<file path="src/hw/rtl/cleb_pkg.sv">
// ----------------------------------------------------------------------------
// cleb_pkg
// Shared constants, action codes and result type for the line edit buffer.
// ----------------------------------------------------------------------------
`timescale 1ns / 1ps

package cleb_pkg;

    // Line capacity in characters (1..63)
    localparam int CAPACITY = 63;
    // Width of length / cursor / position counters (holds 0..CAPACITY)
    localparam int CNT_W    = $clog2(CAPACITY + 1);
    // Width of a text memory address
    localparam int ADDR_W   = (CAPACITY > 1) ? $clog2(CAPACITY) : 1;
    // Stored characters are 7-bit printable codes
    localparam int CHAR_W   = 7;

    // Printable key range
    localparam logic [7:0] KEY_LOW  = 8'd32;
    localparam logic [7:0] KEY_HIGH = 8'd126;

    // Action codes
    localparam logic [2:0] ACT_TYPE  = 3'd0;
    localparam logic [2:0] ACT_ERASE = 3'd1;
    localparam logic [2:0] ACT_LEFT  = 3'd2;
    localparam logic [2:0] ACT_RIGHT = 3'd3;
    localparam logic [2:0] ACT_HOME  = 3'd4;
    localparam logic [2:0] ACT_END   = 3'd5;
    localparam logic [2:0] ACT_PRINT = 3'd6;

    // One result beat
    typedef struct packed {
        logic       accepted;
        logic [7:0] char_out;
        logic       is_last;
    } t_result;

endpackage

</file>
<file path="src/hw/rtl/cleb_if.sv">
// ----------------------------------------------------------------------------
// cleb_in_if / cleb_out_if
// Valid/ready channels for edit actions and for result beats.
// ----------------------------------------------------------------------------
`timescale 1ns / 1ps

interface cleb_in_if;
    logic       valid;
    logic       ready;
    logic [2:0] action;
    logic [7:0] key_code;
    logic [7:0] separator;

    modport source (output valid, output action, output key_code, output separator,
                    input ready);
    modport sink   (input valid, input action, input key_code, input separator,
                    output ready);
endinterface

interface cleb_out_if;
    logic       valid;
    logic       ready;
    logic       accepted;
    logic [7:0] char_out;
    logic       is_last;

    modport source (output valid, output accepted, output char_out, output is_last,
                    input ready);
    modport sink   (input valid, input accepted, input char_out, input is_last,
                    output ready);
endinterface

</file>
<file path="src/hw/rtl/cleb_out_fifo.sv">
// ----------------------------------------------------------------------------
// cleb_out_fifo
// Two-entry result queue; decouples the editor from output backpressure.
// ----------------------------------------------------------------------------
`timescale 1ns / 1ps

module cleb_out_fifo (
    input  logic             i_clk,
    input  logic             i_rst_n,
    input  logic             i_push,
    input  cleb_pkg::t_result i_data,
    output logic             o_space,
    output logic             o_valid,
    output cleb_pkg::t_result o_data,
    input  logic             i_pop
);

    cleb_pkg::t_result r_data [2];
    logic              r_wptr;
    logic              r_rptr;
    logic [1:0]        r_count;
    logic              pop_fire;
    logic              push_fire;

    assign o_space   = (r_count != 2'd2);
    assign o_valid   = (r_count != 2'd0);
    assign o_data    = r_data[r_rptr];
    assign pop_fire  = i_pop && o_valid;
    assign push_fire = i_push && o_space;

    // Storage
    always_ff @(posedge i_clk) begin
        if (push_fire) begin
            r_data[r_wptr] <= i_data;
        end
    end

    // Pointers and occupancy
    always_ff @(posedge i_clk) begin
        if (!i_rst_n) begin
            r_wptr  <= 1'b0;
            r_rptr  <= 1'b0;
            r_count <= 2'd0;
        end else begin
            if (push_fire) r_wptr <= ~r_wptr;
            if (pop_fire)  r_rptr <= ~r_rptr;
            unique case ({push_fire, pop_fire})
                2'b10:   r_count <= r_count + 2'd1;
                2'b01:   r_count <= r_count - 2'd1;
                default: r_count <= r_count;
            endcase
        end
    end

    a_count_range: assert property (@(posedge i_clk) disable iff (!i_rst_n)
        r_count != 2'd3)
        else $error("result queue count out of range");

    a_ptr_match: assert property (@(posedge i_clk) disable iff (!i_rst_n)
        (r_count == 2'd0 || r_count == 2'd2) |-> (r_wptr == r_rptr))
        else $error("result queue pointers disagree with count");

    a_no_drop: assert property (@(posedge i_clk) disable iff (!i_rst_n)
        (i_push && !o_space) |-> (r_count == 2'd2))
        else $error("push refused while queue has space");

endmodule

</file>
<file path="src/hw/rtl/cursor_line_edit_buffer_top.sv">
// ----------------------------------------------------------------------------
// cursor_line_edit_buffer_top
// One-line text buffer with a cursor. Text lives in a synchronous RAM; inserts and
// erases shift entries in it; print streams it one beat a cycle while the queue has space.
//
// Moves, home, end, rejects and edits at line end queue their beat at the
//   accepting edge. Mid-line type shifts entries through S_INS, writes the key in
//   S_KEY, then queues its beat from S_RESP; mid-line erase shifts through S_ERA,
//   then S_RESP, one RAM shift per cycle on the single write port. Print sends
//   length + 1 beats; the next item waits for an idle sequencer and queue space.
// Reset: clears length, cursor, sequencer and result queue; text RAM is kept.
// ----------------------------------------------------------------------------
`timescale 1ns / 1ps

module cursor_line_edit_buffer_top (
    input  logic       i_clk,
    input  logic       i_rst_n,
    cleb_in_if.sink    i_item,
    cleb_out_if.source o_res
);

    localparam int CW = cleb_pkg::CNT_W;
    localparam int AW = cleb_pkg::ADDR_W;
    localparam int DW = cleb_pkg::CHAR_W;

    // Sequencer states
    localparam logic [2:0] S_IDLE  = 3'd0;
    localparam logic [2:0] S_INS   = 3'd1;
    localparam logic [2:0] S_KEY   = 3'd2;
    localparam logic [2:0] S_ERA   = 3'd3;
    localparam logic [2:0] S_PRINT = 3'd4;
    localparam logic [2:0] S_RESP  = 3'd5;

    localparam logic [CW-1:0] CAP = CW'(cleb_pkg::CAPACITY);

    // Text RAM
    logic [DW-1:0] r_text [cleb_pkg::CAPACITY];
    logic [DW-1:0] r_rdata;

    logic [2:0]    r_state, n_state;
    logic [CW-1:0] r_len,   n_len;
    logic [CW-1:0] r_cur,   n_cur;
    logic [DW-1:0] r_key,   n_key;
    logic [7:0]    r_sep,   n_sep;
    logic          r_acc,   n_acc;
    logic [CW-1:0] r_widx,  n_widx;
    logic [CW-1:0] r_ridx,  n_ridx;
    logic [CW-1:0] r_k,     n_k;
    logic          r_have,  n_have;

    logic          mem_we;
    logic [CW-1:0] mem_waddr;
    logic [DW-1:0] mem_wdata;
    logic          mem_re;
    logic [CW-1:0] mem_raddr;

    logic              in_fire;
    logic              key_ok;
    logic              fifo_space;
    logic              push;
    cleb_pkg::t_result push_data;
    logic              fifo_valid;
    cleb_pkg::t_result fifo_data;

    logic at_sep;
    logic consume;
    logic issue;
    logic pr_fire;
    logic pr_last;

    assign i_item.ready = (r_state == S_IDLE) && fifo_space;
    assign in_fire      = i_item.valid && i_item.ready;
    assign key_ok       = (i_item.key_code >= cleb_pkg::KEY_LOW) &&
                          (i_item.key_code <= cleb_pkg::KEY_HIGH);

    // Print streaming controls
    assign at_sep  = (r_k == r_cur);
    assign pr_last = (r_k == r_len);
    assign pr_fire = (r_state == S_PRINT) && fifo_space && (at_sep || r_have);
    assign consume = pr_fire && !at_sep;
    assign issue   = (r_state == S_PRINT) && (r_ridx < r_len) && (!r_have || consume);

    // Next-state and RAM port control
    always_comb begin
        n_state   = r_state;
        n_len     = r_len;
        n_cur     = r_cur;
        n_key     = r_key;
        n_sep     = r_sep;
        n_acc     = r_acc;
        n_widx    = r_widx;
        n_ridx    = r_ridx;
        n_k       = r_k;
        n_have    = r_have;
        mem_we    = 1'b0;
        mem_waddr = r_widx;
        mem_wdata = r_rdata;
        mem_re    = 1'b0;
        mem_raddr = r_ridx;
        push      = 1'b0;
        push_data = '{accepted: 1'b1, char_out: 8'd0, is_last: 1'b1};

        unique case (r_state)
            S_IDLE: begin
                if (in_fire) begin
                    unique case (i_item.action)
                        cleb_pkg::ACT_TYPE: begin
                            if (!key_ok || r_len == CAP) begin
                                push               = 1'b1;
                                push_data.accepted = 1'b0;
                            end else if (r_cur == r_len) begin
                                // append: no shift needed
                                mem_we    = 1'b1;
                                mem_waddr = r_cur;
                                mem_wdata = i_item.key_code[DW-1:0];
                                n_len     = r_len + 1'b1;
                                n_cur     = r_cur + 1'b1;
                                push      = 1'b1;
                            end else begin
                                n_key     = i_item.key_code[DW-1:0];
                                mem_re    = 1'b1;
                                mem_raddr = r_len - 1'b1;
                                n_widx    = r_len;
                                n_state   = S_INS;
                            end
                        end
                        cleb_pkg::ACT_ERASE: begin
                            if (r_cur == '0) begin
                                push               = 1'b1;
                                push_data.accepted = 1'b0;
                            end else if (r_cur == r_len) begin
                                n_len = r_len - 1'b1;
                                n_cur = r_cur - 1'b1;
                                push  = 1'b1;
                            end else begin
                                mem_re    = 1'b1;
                                mem_raddr = r_cur;
                                n_widx    = r_cur - 1'b1;
                                n_state   = S_ERA;
                            end
                        end
                        cleb_pkg::ACT_LEFT: begin
                            if (r_cur != '0) n_cur = r_cur - 1'b1;
                            push = 1'b1;
                        end
                        cleb_pkg::ACT_RIGHT: begin
                            if (r_cur < r_len) n_cur = r_cur + 1'b1;
                            push = 1'b1;
                        end
                        cleb_pkg::ACT_HOME: begin
                            n_cur = '0;
                            push  = 1'b1;
                        end
                        cleb_pkg::ACT_END: begin
                            n_cur = r_len;
                            push  = 1'b1;
                        end
                        cleb_pkg::ACT_PRINT: begin
                            n_sep   = i_item.separator;
                            n_k     = '0;
                            n_ridx  = '0;
                            n_have  = 1'b0;
                            n_state = S_PRINT;
                        end
                        default: begin
                            push               = 1'b1;
                            push_data.accepted = 1'b0;
                        end
                    endcase
                end
            end

            // Shift right: write entry widx from entry widx-1, moving down
            S_INS: begin
                mem_we    = 1'b1;
                mem_waddr = r_widx;
                mem_wdata = r_rdata;
                if ({1'b0, r_widx} > ({1'b0, r_cur} + 1'b1)) begin
                    mem_re    = 1'b1;
                    mem_raddr = r_widx - CW'(2);
                    n_widx    = r_widx - 1'b1;
                end else begin
                    n_state = S_KEY;
                end
            end

            // Drop the new key into the gap at the cursor
            S_KEY: begin
                mem_we    = 1'b1;
                mem_waddr = r_cur;
                mem_wdata = r_key;
                n_len     = r_len + 1'b1;
                n_cur     = r_cur + 1'b1;
                n_acc     = 1'b1;
                n_state   = S_RESP;
            end

            // Shift left: write entry widx from entry widx+1, moving up
            S_ERA: begin
                mem_we    = 1'b1;
                mem_waddr = r_widx;
                mem_wdata = r_rdata;
                if (({1'b0, r_widx} + 2'd2) < {1'b0, r_len}) begin
                    mem_re    = 1'b1;
                    mem_raddr = r_widx + CW'(2);
                    n_widx    = r_widx + 1'b1;
                end else begin
                    n_len   = r_len - 1'b1;
                    n_cur   = r_cur - 1'b1;
                    n_acc   = 1'b1;
                    n_state = S_RESP;
                end
            end

            // Stream characters with the separator at the cursor
            S_PRINT: begin
                mem_re    = issue;
                mem_raddr = r_ridx;
                if (issue) n_ridx = r_ridx + 1'b1;
                n_have = issue || (r_have && !consume);
                if (pr_fire) begin
                    push               = 1'b1;
                    push_data.char_out = at_sep ? r_sep : 8'(r_rdata);
                    push_data.is_last  = pr_last;
                    n_k                = r_k + 1'b1;
                    if (pr_last) n_state = S_IDLE;
                end
            end

            S_RESP: begin
                if (fifo_space) begin
                    push               = 1'b1;
                    push_data.accepted = r_acc;
                    n_state            = S_IDLE;
                end
            end

            default: begin
                n_state = S_IDLE;
            end
        endcase
    end

    // Text RAM: one write port, one registered read port
    always_ff @(posedge i_clk) begin
        if (mem_we) begin
            r_text[mem_waddr[AW-1:0]] <= mem_wdata;
        end
        if (mem_re) begin
            r_rdata <= r_text[mem_raddr[AW-1:0]];
        end
    end

    // Control state
    always_ff @(posedge i_clk) begin
        if (!i_rst_n) begin
            r_state <= S_IDLE;
            r_len   <= '0;
            r_cur   <= '0;
            r_have  <= 1'b0;
        end else begin
            r_state <= n_state;
            r_len   <= n_len;
            r_cur   <= n_cur;
            r_have  <= n_have;
        end
    end

    // Working registers
    always_ff @(posedge i_clk) begin
        r_key  <= n_key;
        r_sep  <= n_sep;
        r_acc  <= n_acc;
        r_widx <= n_widx;
        r_ridx <= n_ridx;
        r_k    <= n_k;
    end

    // Result queue
    cleb_out_fifo u_out_fifo (
        .i_clk   (i_clk),
        .i_rst_n (i_rst_n),
        .i_push  (push),
        .i_data  (push_data),
        .o_space (fifo_space),
        .o_valid (fifo_valid),
        .o_data  (fifo_data),
        .i_pop   (o_res.ready)
    );

    assign o_res.valid    = fifo_valid;
    assign o_res.accepted = fifo_data.accepted;
    assign o_res.char_out = fifo_data.char_out;
    assign o_res.is_last  = fifo_data.is_last;

    a_cur_le_len: assert property (@(posedge i_clk) disable iff (!i_rst_n)
        r_cur <= r_len)
        else $error("cursor past end of line");

    a_len_cap: assert property (@(posedge i_clk) disable iff (!i_rst_n)
        r_len <= CAP)
        else $error("line length exceeds capacity");

    a_push_space: assert property (@(posedge i_clk) disable iff (!i_rst_n)
        push |-> fifo_space)
        else $error("result beat pushed into full queue");

    a_print_end: assert property (@(posedge i_clk) disable iff (!i_rst_n)
        (pr_fire && pr_last) |=> (r_state == S_IDLE))
        else $error("print did not return to idle after last beat");

    a_read_bound: assert property (@(posedge i_clk) disable iff (!i_rst_n)
        (r_state == S_PRINT && r_have) |-> (r_ridx != '0))
        else $error("print holds data without a read issued");

endmodule

</file>
<file path="src/flat_wrapper.sv">
// flat-port wrapper written by rule: the top's interface ports become plain ports
module cursor_line_edit_buffer_top_flat 
  (i_clk, i_rst_n, i_item_valid, i_item_action, i_item_key_code, i_item_separator, i_item_ready, o_res_valid, o_res_accepted, o_res_char_out, o_res_is_last, o_res_ready);
  cleb_in_if i_item_i ();
  cleb_out_if o_res_i ();
  input  logic i_clk;
  input  logic i_rst_n;
  input wire logic [$bits(i_item_i.valid)-1:0] i_item_valid;
  input wire logic [$bits(i_item_i.action)-1:0] i_item_action;
  input wire logic [$bits(i_item_i.key_code)-1:0] i_item_key_code;
  input wire logic [$bits(i_item_i.separator)-1:0] i_item_separator;
  output wire logic [$bits(i_item_i.ready)-1:0] i_item_ready;
  output wire logic [$bits(o_res_i.valid)-1:0] o_res_valid;
  output wire logic [$bits(o_res_i.accepted)-1:0] o_res_accepted;
  output wire logic [$bits(o_res_i.char_out)-1:0] o_res_char_out;
  output wire logic [$bits(o_res_i.is_last)-1:0] o_res_is_last;
  input wire logic [$bits(o_res_i.ready)-1:0] o_res_ready;
  assign i_item_i.valid = i_item_valid;
  assign i_item_i.action = i_item_action;
  assign i_item_i.key_code = i_item_key_code;
  assign i_item_i.separator = i_item_separator;
  assign i_item_ready = i_item_i.ready;
  assign o_res_valid = o_res_i.valid;
  assign o_res_accepted = o_res_i.accepted;
  assign o_res_char_out = o_res_i.char_out;
  assign o_res_is_last = o_res_i.is_last;
  assign o_res_i.ready = o_res_ready;
  cursor_line_edit_buffer_top u_core (.i_clk(i_clk), .i_rst_n(i_rst_n), .i_item(i_item_i), .o_res(o_res_i));
endmodule
</file>
<file path="config.mk">
export PLATFORM = sky130hd
export DESIGN_NAME = cursor_line_edit_buffer_top_flat
export DESIGN_NICKNAME = d
export VERILOG_FILES = /design/src/hw/rtl/cleb_pkg.sv /design/src/hw/rtl/cleb_if.sv /design/src/hw/rtl/cleb_out_fifo.sv /design/src/hw/rtl/cursor_line_edit_buffer_top.sv /design/src/flat_wrapper.sv
export SDC_FILE = /design/constraint.sdc
export NUM_CORES = 1
export LEC_CHECK = 0
export ABC_AREA = 0
export BUFFER_PORTS_ARGS = -buffer_cell sky130_fd_sc_hd__buf_2
export CORE_ASPECT_RATIO = 1.2
export CORE_MARGIN = 2
export CORE_UTILIZATION = 30
export CTS_BUF_LIST = sky130_fd_sc_hd__clkbuf_4 sky130_fd_sc_hd__clkbuf_8
export DETAILED_ROUTE_END_ITERATION = 10
export GPL_TIMING_DRIVEN = 0
export PLACE_DENSITY = 0.44
export SYNTH_ARGS = -nofsm -noshare
export SYNTH_HDL_FRONTEND = slang
export SYNTH_SLANG_ARGS = --single-unit
</file>
<file path="constraint.sdc">
create_clock -name i_clk -period 4.9 [get_ports i_clk]
set_input_delay 0.735 -clock i_clk [delete_from_list [all_inputs] [get_ports i_clk]]
set_output_delay 0.735 -clock i_clk [all_outputs]
set_load 0.05 [all_outputs]
</file>
# Yosys cells after proc, flatten, opt, wreduce, memory -nomap -nowiden
# Memory sizes are Yosys's and may differ from the RTL's. A register that Yosys moved wholly into a read port is not among the register bits.
# Cells that the tools add are included.
# W data, S select, Z words.
[word_totals]
ff_bits = 54
ram_bits = 461
in_bits = 23
output_inout_bits = 12
mem_count = 2
[memory_table]
columns = ["memory", "depth", "word_bits", "read_ports", "rd_clocked_by_memory_dff", "wr", "line_no", "rtl"]
rows = [
  ["u_core.r_text", 63, 7, 1, 1, 1, "cursor_line_edit_buffer_top.sv:37", "logic [DW-1:0] r_text [cleb_pkg::CAPACITY];"],
  ["u_core.u_out_fifo.r_data", 2, 10, 1, 1, 1, "cleb_out_fifo.sv:18", "cleb_pkg::t_result r_data [2];"],
]
[classes]
add_sub_neg = 14
magnitude_cmp = 6
n_eq_ne = 39
mux = 105
bitwise = 4
reduce_logical = 41
[ops]
columns = ["operator", "n"]
rows = [
  ["$mux W6", 36],
  ["$pmux W6 S2", 6],
  ["$pmux W6 S3", 4],
  ["$pmux W6 S6", 1],
  ["$add A6 B1 Y6 const B", 5],
  ["$mux W3", 10],
  ["$mux W1", 28],
  ["$mux W7", 4],
  ["$ne A3 B3 Y1 const B", 9],
  ["$eq A6 B6 Y1", 3],
  ["$mux W9", 2],
  ["$pmux W3 S6", 1],
  ["$sub A6 B1 Y6 const B", 3],
  ["$eq A3 B3 Y1 const B", 5],
  ["$ne A2 B1 Y1 const B", 7],
  ["$pmux W7 S2", 1],
  ["$eq A3 B2 Y1 const B", 4],
  ["$lt A6 B6 Y1", 2],
  ["$logic_and A1 B1 Y1", 11],
  ["$reduce_and A11 Y1", 1],
  ["$pmux W1 S2", 5],
  ["$reduce_and A10 Y1", 1],
  ["$pmux W1 S3", 3],
  ["$pmux W3 S3", 1],
  ["other kinds (36)", 56],
]

# Depth between registers and ports, before layout
[logic_depth]
depth_word = 11
depth_mapped = 20

# Hierarchy
# A second synthesis with hierarchy kept.
[hier_totals]
cells_unflattened = 1698
area_unflattened_um2 = 23543.8
[by_module_without_submodules]
columns = ["mod", "instances", "cells_each", "area_per_inst_um2", "seq_area_each_um2"]
rows = [
  ["cursor_line_edit_buffer_top", 1, 1643, 22590.4, 14764.2],
  ["cleb_out_fifo", 1, 55, 953.4, 700.7],
]

# Worst setup path after synthesis
# OpenSTA, ideal clock, no wires.
[synth_timing]
path_type = "register -> register"
start = "register u_core.r_state[2]"
end = "memory u_core.r_text[34][0] in the netlist's numbering (enable)"
arrival_time_ns = 3.707
required_ns = 4.540
path_slack_ns = 0.833
path_stages_with_launch = 12
path_buffers = 2
period_less_slack_ns = 4.067
cell_sequence = "dfxtp_1 or3_1 nor2_1 nand2_1 nor4_4 or2_2 clkbuf_1 clkbuf_1 nand3_1 o31ai_1 nand2_1 nor2_1"
[synth_between]
elab_chain_len = 7
word_cells_on_any_way = 13
classes_between = "eq/ne (3); mux (6); reduce/logical (4)"
[synth_rtl]
columns = ["element", "line_no", "rtl"]
rows = [
  ["start, declared", "cursor_line_edit_buffer_top.sv:40", "logic [2:0] r_state, n_state;"],
  ["start signal, assigned", "cursor_line_edit_buffer_top.sv:262", "r_state <= n_state;"],
  ["$logic_not A3 Y1 *", "cursor_line_edit_buffer_top.sv:71", "assign i_item.ready = (r_state == S_IDLE) && fifo_space;"],
  ["$logic_and A1 B1 Y1 *", "cursor_line_edit_buffer_top.sv:71", ""],
  ["net i_item_ready", "flat_wrapper.sv:12", "output wire logic [$bits(i_item_i.ready)-1:0] i_item_ready;"],
  ["$logic_and A1 B1 Y1 *", "cursor_line_edit_buffer_top.sv:72", "assign in_fire = i_item.valid && i_item.ready;"],
  ["$mux W1", "cursor_line_edit_buffer_top.sv:105", "if (in_fire) begin"],
  ["$pmux W1 S2", "cursor_line_edit_buffer_top.sv:103", "unique case (r_state)"],
  ["$mux W1", "cursor_line_edit_buffer_top.sv:246", "if (mem_we) begin"],
  ["$mux W1 (implied by the code)", "cursor_line_edit_buffer_top.sv:247", "r_text[mem_waddr[AW-1:0]] <= mem_wdata;"],
  ["end, declared", "cursor_line_edit_buffer_top.sv:37", ""],
]
# The timed path passes the listed nets; every way through them passes the cells marked *.

# Worst setup path in the final report
[layout_timing]
start = "register u_core.r_widx[1]"
end = "register u_core.r_rdata[6], read port of u_core.r_text, data pin"
[layout_between]
elab_chain_len = 4
word_cells_on_any_way = 11
classes_between = "add/sub (3); order compare (2); mux (6)"
[layout_rtl]
columns = ["element", "line_no", "rtl"]
rows = [
  ["start, declared", "cursor_line_edit_buffer_top.sv:46", "logic [CW-1:0] r_widx, n_widx;"],
  ["start signal, assigned", "cursor_line_edit_buffer_top.sv:274", "r_widx <= n_widx;"],
  ["$add A6 B2 Y7", "cursor_line_edit_buffer_top.sv:203", "if (({1'b0, r_widx} + 2'd2) < {1'b0, r_len}) begin"],
  ["$lt A7 B6 Y1", "cursor_line_edit_buffer_top.sv:203", ""],
  ["$mux W1 / $mux W6 (equally long branches)", "cursor_line_edit_buffer_top.sv:203", ""],
  ["$pmux W1 S4 / $pmux W6 S3 (equally long branches)", "cursor_line_edit_buffer_top.sv:103", ""],
  ["end, declared", "cursor_line_edit_buffer_top.sv:38", "logic [DW-1:0] r_rdata;"],
]
# Several ways; a longest one is shown, not always the timed one.
# A chain may end at the register's enable or synchronous reset.

==> results.rst <==
.. list-table::
   :header-rows: 1

   * - Metric
     - Value
   * - Final antenna-violating net count
     - 0
   * - Post-synthesis to final-layout area growth
     - 17.1%
   * - Total congestion overflow after global routing
     - 0
   * - Sequential-to-total area share from yosys stat
     - 65.7%
   * - Final setup fails
     - 0
   * - Count of cell types in the netlist
     - 89
   * - Number of clock sinks
     - 522
   * - Maximum frequency from static timing analysis
     - 0.208 GHz
   * - Proportion of layout cells with a drive suffix above 1
     - 21.7%
   * - WP depth
     - 16
   * - Average cell area after synthesis
     - 13.3 sq um
   * - Chain of cells forming the critical path
     - clkbuf_2 -> inv_1 -> ha_1 -> ha_1 -> o2111ai_1 -> o21ai_1 -> o21ai_0 -> o31a_1 -> nand2b_1 -> buf_6 -> o22ai_4 -> nor2_1 -> nand3_1 -> a211oi_1 -> nor4_2 -> nand4_1
   * - Maximum level of the CTS H-tree
     - 3
   * - Number of buffers added on ports
     - 32
   * - WS Path Type
     - register to register
   * - Ports
     - 35
   * - Count of cells along the worst hold path
     - 1
   * - Worst hold path endpoint
     - u_core.r_sep[7]
   * - Die width
     - 260 um
   * - Slowest Stage Delay on Critical Path
     - 0.52 ns
   * - Clock tree root buffer cell
     - clkbuf_8
   * - Final-report hold violation count
     - 0
   * - Category of the worst setup path launch point
     - register
   * - Pin count of the biggest net entering global routing
     - 64
   * - First-pass detailed-route iteration total
     - 5
   * - Crit path max-delay cell type
     - nor4_2
   * - Fraction of post-synthesis cell area in the top cell type by area
     - 63.9%
   * - Class of the worst hold path
     - input port to register
   * - Drt via density
     - 5.16
   * - Sort of element at the end of the critical path
     - register
   * - Total negative slack for setup checks
     - 0 ns
   * - Number of instances in the synthesized netlist
     - 1764
   * - Routability Congestion
     - 0.860
   * - Most instantiated cells after synthesis
     - edfxtp_1, nand2_1, nor2_1, mux2i_1, nand3_1
   * - Antenna violations before repair
     - 1
   * - Inserted Clock Buffers
     - 92
   * - Count of synthesis-stage warnings from yosys
     - 0
   * - Row cnt
     - 112
   * - Portion of the clock cycle consumed by the worst path in the final layout
     - 98.1%
   * - Most common cell in the synthesized netlist
     - edfxtp_1
   * - Vertical die dimension
     - 311 um
   * - Power per cell area
     - 675 nW/um^2
   * - Via count of the first global-routing pass
     - 15600
   * - R2r worst-path depth
     - 16
   * - Total via count after detailed routing
     - 15500
   * - Largest fanout of any net on the critical path
     - 9
   * - Largest delay contributor family on the critical path
     - simple AND/OR/NAND/NOR gates
   * - Filler Cells Inserted
     - 7590
   * - Register-to-register setup slack
     - 0.09 ns
   * - Result of the run
     - complete, no violations
   * - Critical path data arrival time
     - 5.18 ns
   * - Area of the placeable core
     - 77800 sq um
   * - Avg WL per Cell
     - 24.8 um
   * - Total leakage power
     - 0.00931 uW
   * - Worst-case clock skew
     - 0.0355 ns
   * - Period minus WS final
     - 4.81 ns
   * - Post-Route WL
     - 74400 um
   * - Most frequent cell on the critical path
     - ha_1
   * - Number of flops mapped to enable cells by yosys
     - 501
   * - Top area cells in the synthesized netlist
     - edfxtp_1, mux2i_1, nand2_1, nor2_1, mux4_2
   * - Effective utilization at floorplan
     - 30.3%
   * - Clock tree buffer depth
     - 3
   * - Normalized max-slew margin
     - 7.37%
   * - Core Util, Final
     - 35.4%
   * - Max-cap violation count
     - 0
   * - Global-route wire length before repair
     - 108000 um
   * - Min-delay src
     - i_item_separator[7]
   * - Number of remaining DRC errors
     - 0
   * - Floorplan die area
     - 80700 sq um
   * - Synth Net Count
     - 1821
   * - Estimated wirelength of the detail-placed design
     - 51100 um
   * - First-iteration detailed-routing DRC count
     - 1230
   * - CP Buf/Inv Count
     - 3
   * - Critical R2R Capture
     - u_core.r_rdata[6]
   * - Number of buffers inserted by hold repair at cts
     - 0
   * - Library cell with the largest summed area after synthesis
     - edfxtp_1
   * - VDD IR-drop max
     - 0.351 mV
   * - CTS tree
     - built
   * - Data required time of the critical path
     - 5.27 ns
   * - CTS clk-pin slew, worst paths
     - 0.06 ns
   * - RSZ-0062 raised after global routing
     - no
   * - Post-synthesis sequential element count
     - 522
   * - Async S/R FF share, synth
     - 0%
   * - Total GRT Usage
     - 18.3%
   * - Least-Margin Pin Slew
     - 1.38 ns
   * - Flip-flop cell with the highest count after synthesis
     - edfxtp_1
   * - Source of the worst register-to-register timing path
     - u_core.r_widx[1]
   * - Clock latency at the later pin of the worst-skew pair
     - 0.70 ns
   * - Multi-input gate area
     - 7930 sq um
   * - Number of max-slew violations in the final report
     - 0
   * - FF/Latch Area
     - 15500 sq um
   * - Post-layout net count
     - 1962
   * - Area of the mapped netlist
     - 23500 sq um
stage by stage:
step	total power [uW]	instances	hold WS [ns]	instance area (sq um)	setup WS, ns
5_1_grt	19500	2999	0.185	27600	0.000326
3_5_place_dp	14200	2828	0.499	25100	-1.47
2_1_floorplan	11000	1764	0.481	23500	0.833
3_3_place_gp	14100	2822	0.498	25000	-1.54
4_1_cts	18500	2992	0.161	27200	-0.0263
6_report	18600	2999	0.215	27600	0.0914
registers in the layout, indices dropped and copies added (netlist names), named ones only:
register / cells
u_core.r_text: 441
u_core.u_out_fifo.r_data: 20
u_core.r_sep: 8
u_core.r_key: 7
u_core.r_rdata: 7
u_core.r_cur: 6
u_core.r_k: 6
u_core.r_len: 6
u_core.r_ridx: 6
u_core.r_widx: 6
u_core.r_state: 3
u_core.u_out_fifo.r_count: 2
u_core.r_have: 1
u_core.u_out_fifo.r_rptr: 1
u_core.u_out_fifo.r_wptr: 1
worst register-to-register path, delay by kind of cell (launching register included):
family	cells	cell delay, ns
AND/OR/NAND/NOR	5	1.51
AO/OA/AOI/OAI	6	1.40
adder cells (fa/ha/maj)	2	0.69
flip-flops	1	0.38
buffers and inverters	3	0.51
where the power goes:
group | total [uW] | internal (uW) | switching [uW]
Combinational | 8710 | 2760 | 5940
Clock | 3860 | 2030 | 1830
Sequential | 6050 | 5890 | 155
Total | 18600 | 10700 | 7930
area by class of cell:
| cell class | instances | area share (%) |
|---|---|---|
| flip-flops and latches | 522 | 56.1 |
| multi-input cells | 1115 | 28.8 |
| clock buffers | 120 | 5.36 |
| well taps | 1026 | 4.66 |
| plain buffers | 99 | 2.51 |
| repair buffers | 49 | 1.30 |
| clock inverters | 40 | 0.890 |
| inverters | 26 | 0.386 |
| diodes | 2 | 0.0182 |
routing by layer:
layer | routed length (um) | GRT usage, % | up-vias | part of all wire, %
li1 | - | - | 7009 | -
met1 | 31200 | 22.7 | 7863 | 42
met2 | 37000 | 31.7 | 481 | 50
met3 | 3510 | 2.79 | 119 | 4.7
met4 | 2790 | 7.13 | 0 | 3.7
met5 | 0 | 0 | - | 0
how the worst max path moves through the flow:
stage                           start                    to  slack (ns)
floorplan           u_core.r_state[2]  u_core.r_text[34][0]        0.83
global placement      u_core.r_cur[0]     u_core.r_rdata[5]       -1.54
detailed placement    u_core.r_cur[0]     u_core.r_rdata[3]       -1.47
CTS                   u_core.r_cur[1]     u_core.r_rdata[1]       -0.03
global route          u_core.r_len[1]     u_core.r_rdata[6]      0.0003
finish               u_core.r_widx[1]     u_core.r_rdata[6]        0.09
cell families after synthesis:
kind of cell / after synthesis / synth area share (%)
buffers and inverters: 127 / 2.87
flip-flops: 522 / 65.7
adder cells (fa/ha/maj): 34 / 1.84
multiplexers: 127 / 6.63
AND/OR/NAND/NOR: 596 / 11.9
XOR/XNOR: 50 / 1.86
AO/OA/AOI/OAI: 308 / 9.21
layout by cell type (no fill, tap or decap), types with 29 or more instances in the layout:
cell type | synthesis | routed
a211oi_1 | 43 | 33
a21o_1 | 30 | 30
a21oi_1 | 69 | 68
and3_1 | 37 | 32
buf_2 | 30 | 49
buf_4 | 11 | 31
clkbuf_4 | 0 | 33
clkbuf_8 | 0 | 92
edfxtp_1 | 501 | 501
ha_1 | 33 | 32
mux2i_1 | 93 | 92
nand2_1 | 233 | 222
nand3_1 | 77 | 75
nor2_1 | 134 | 92
nor2_2 | 0 | 40
o21ai_0 | 31 | 31
xnor2_1 | 30 | 29
repair_timing:
action                     4_1_cts  5_1_grt
pin swaps                        5       11
buffers inserted                 5        6
setup endpoints to repair      573       87
gates resized for setup        109       71
Note: power is estimated with default switching activity, not from simulation.
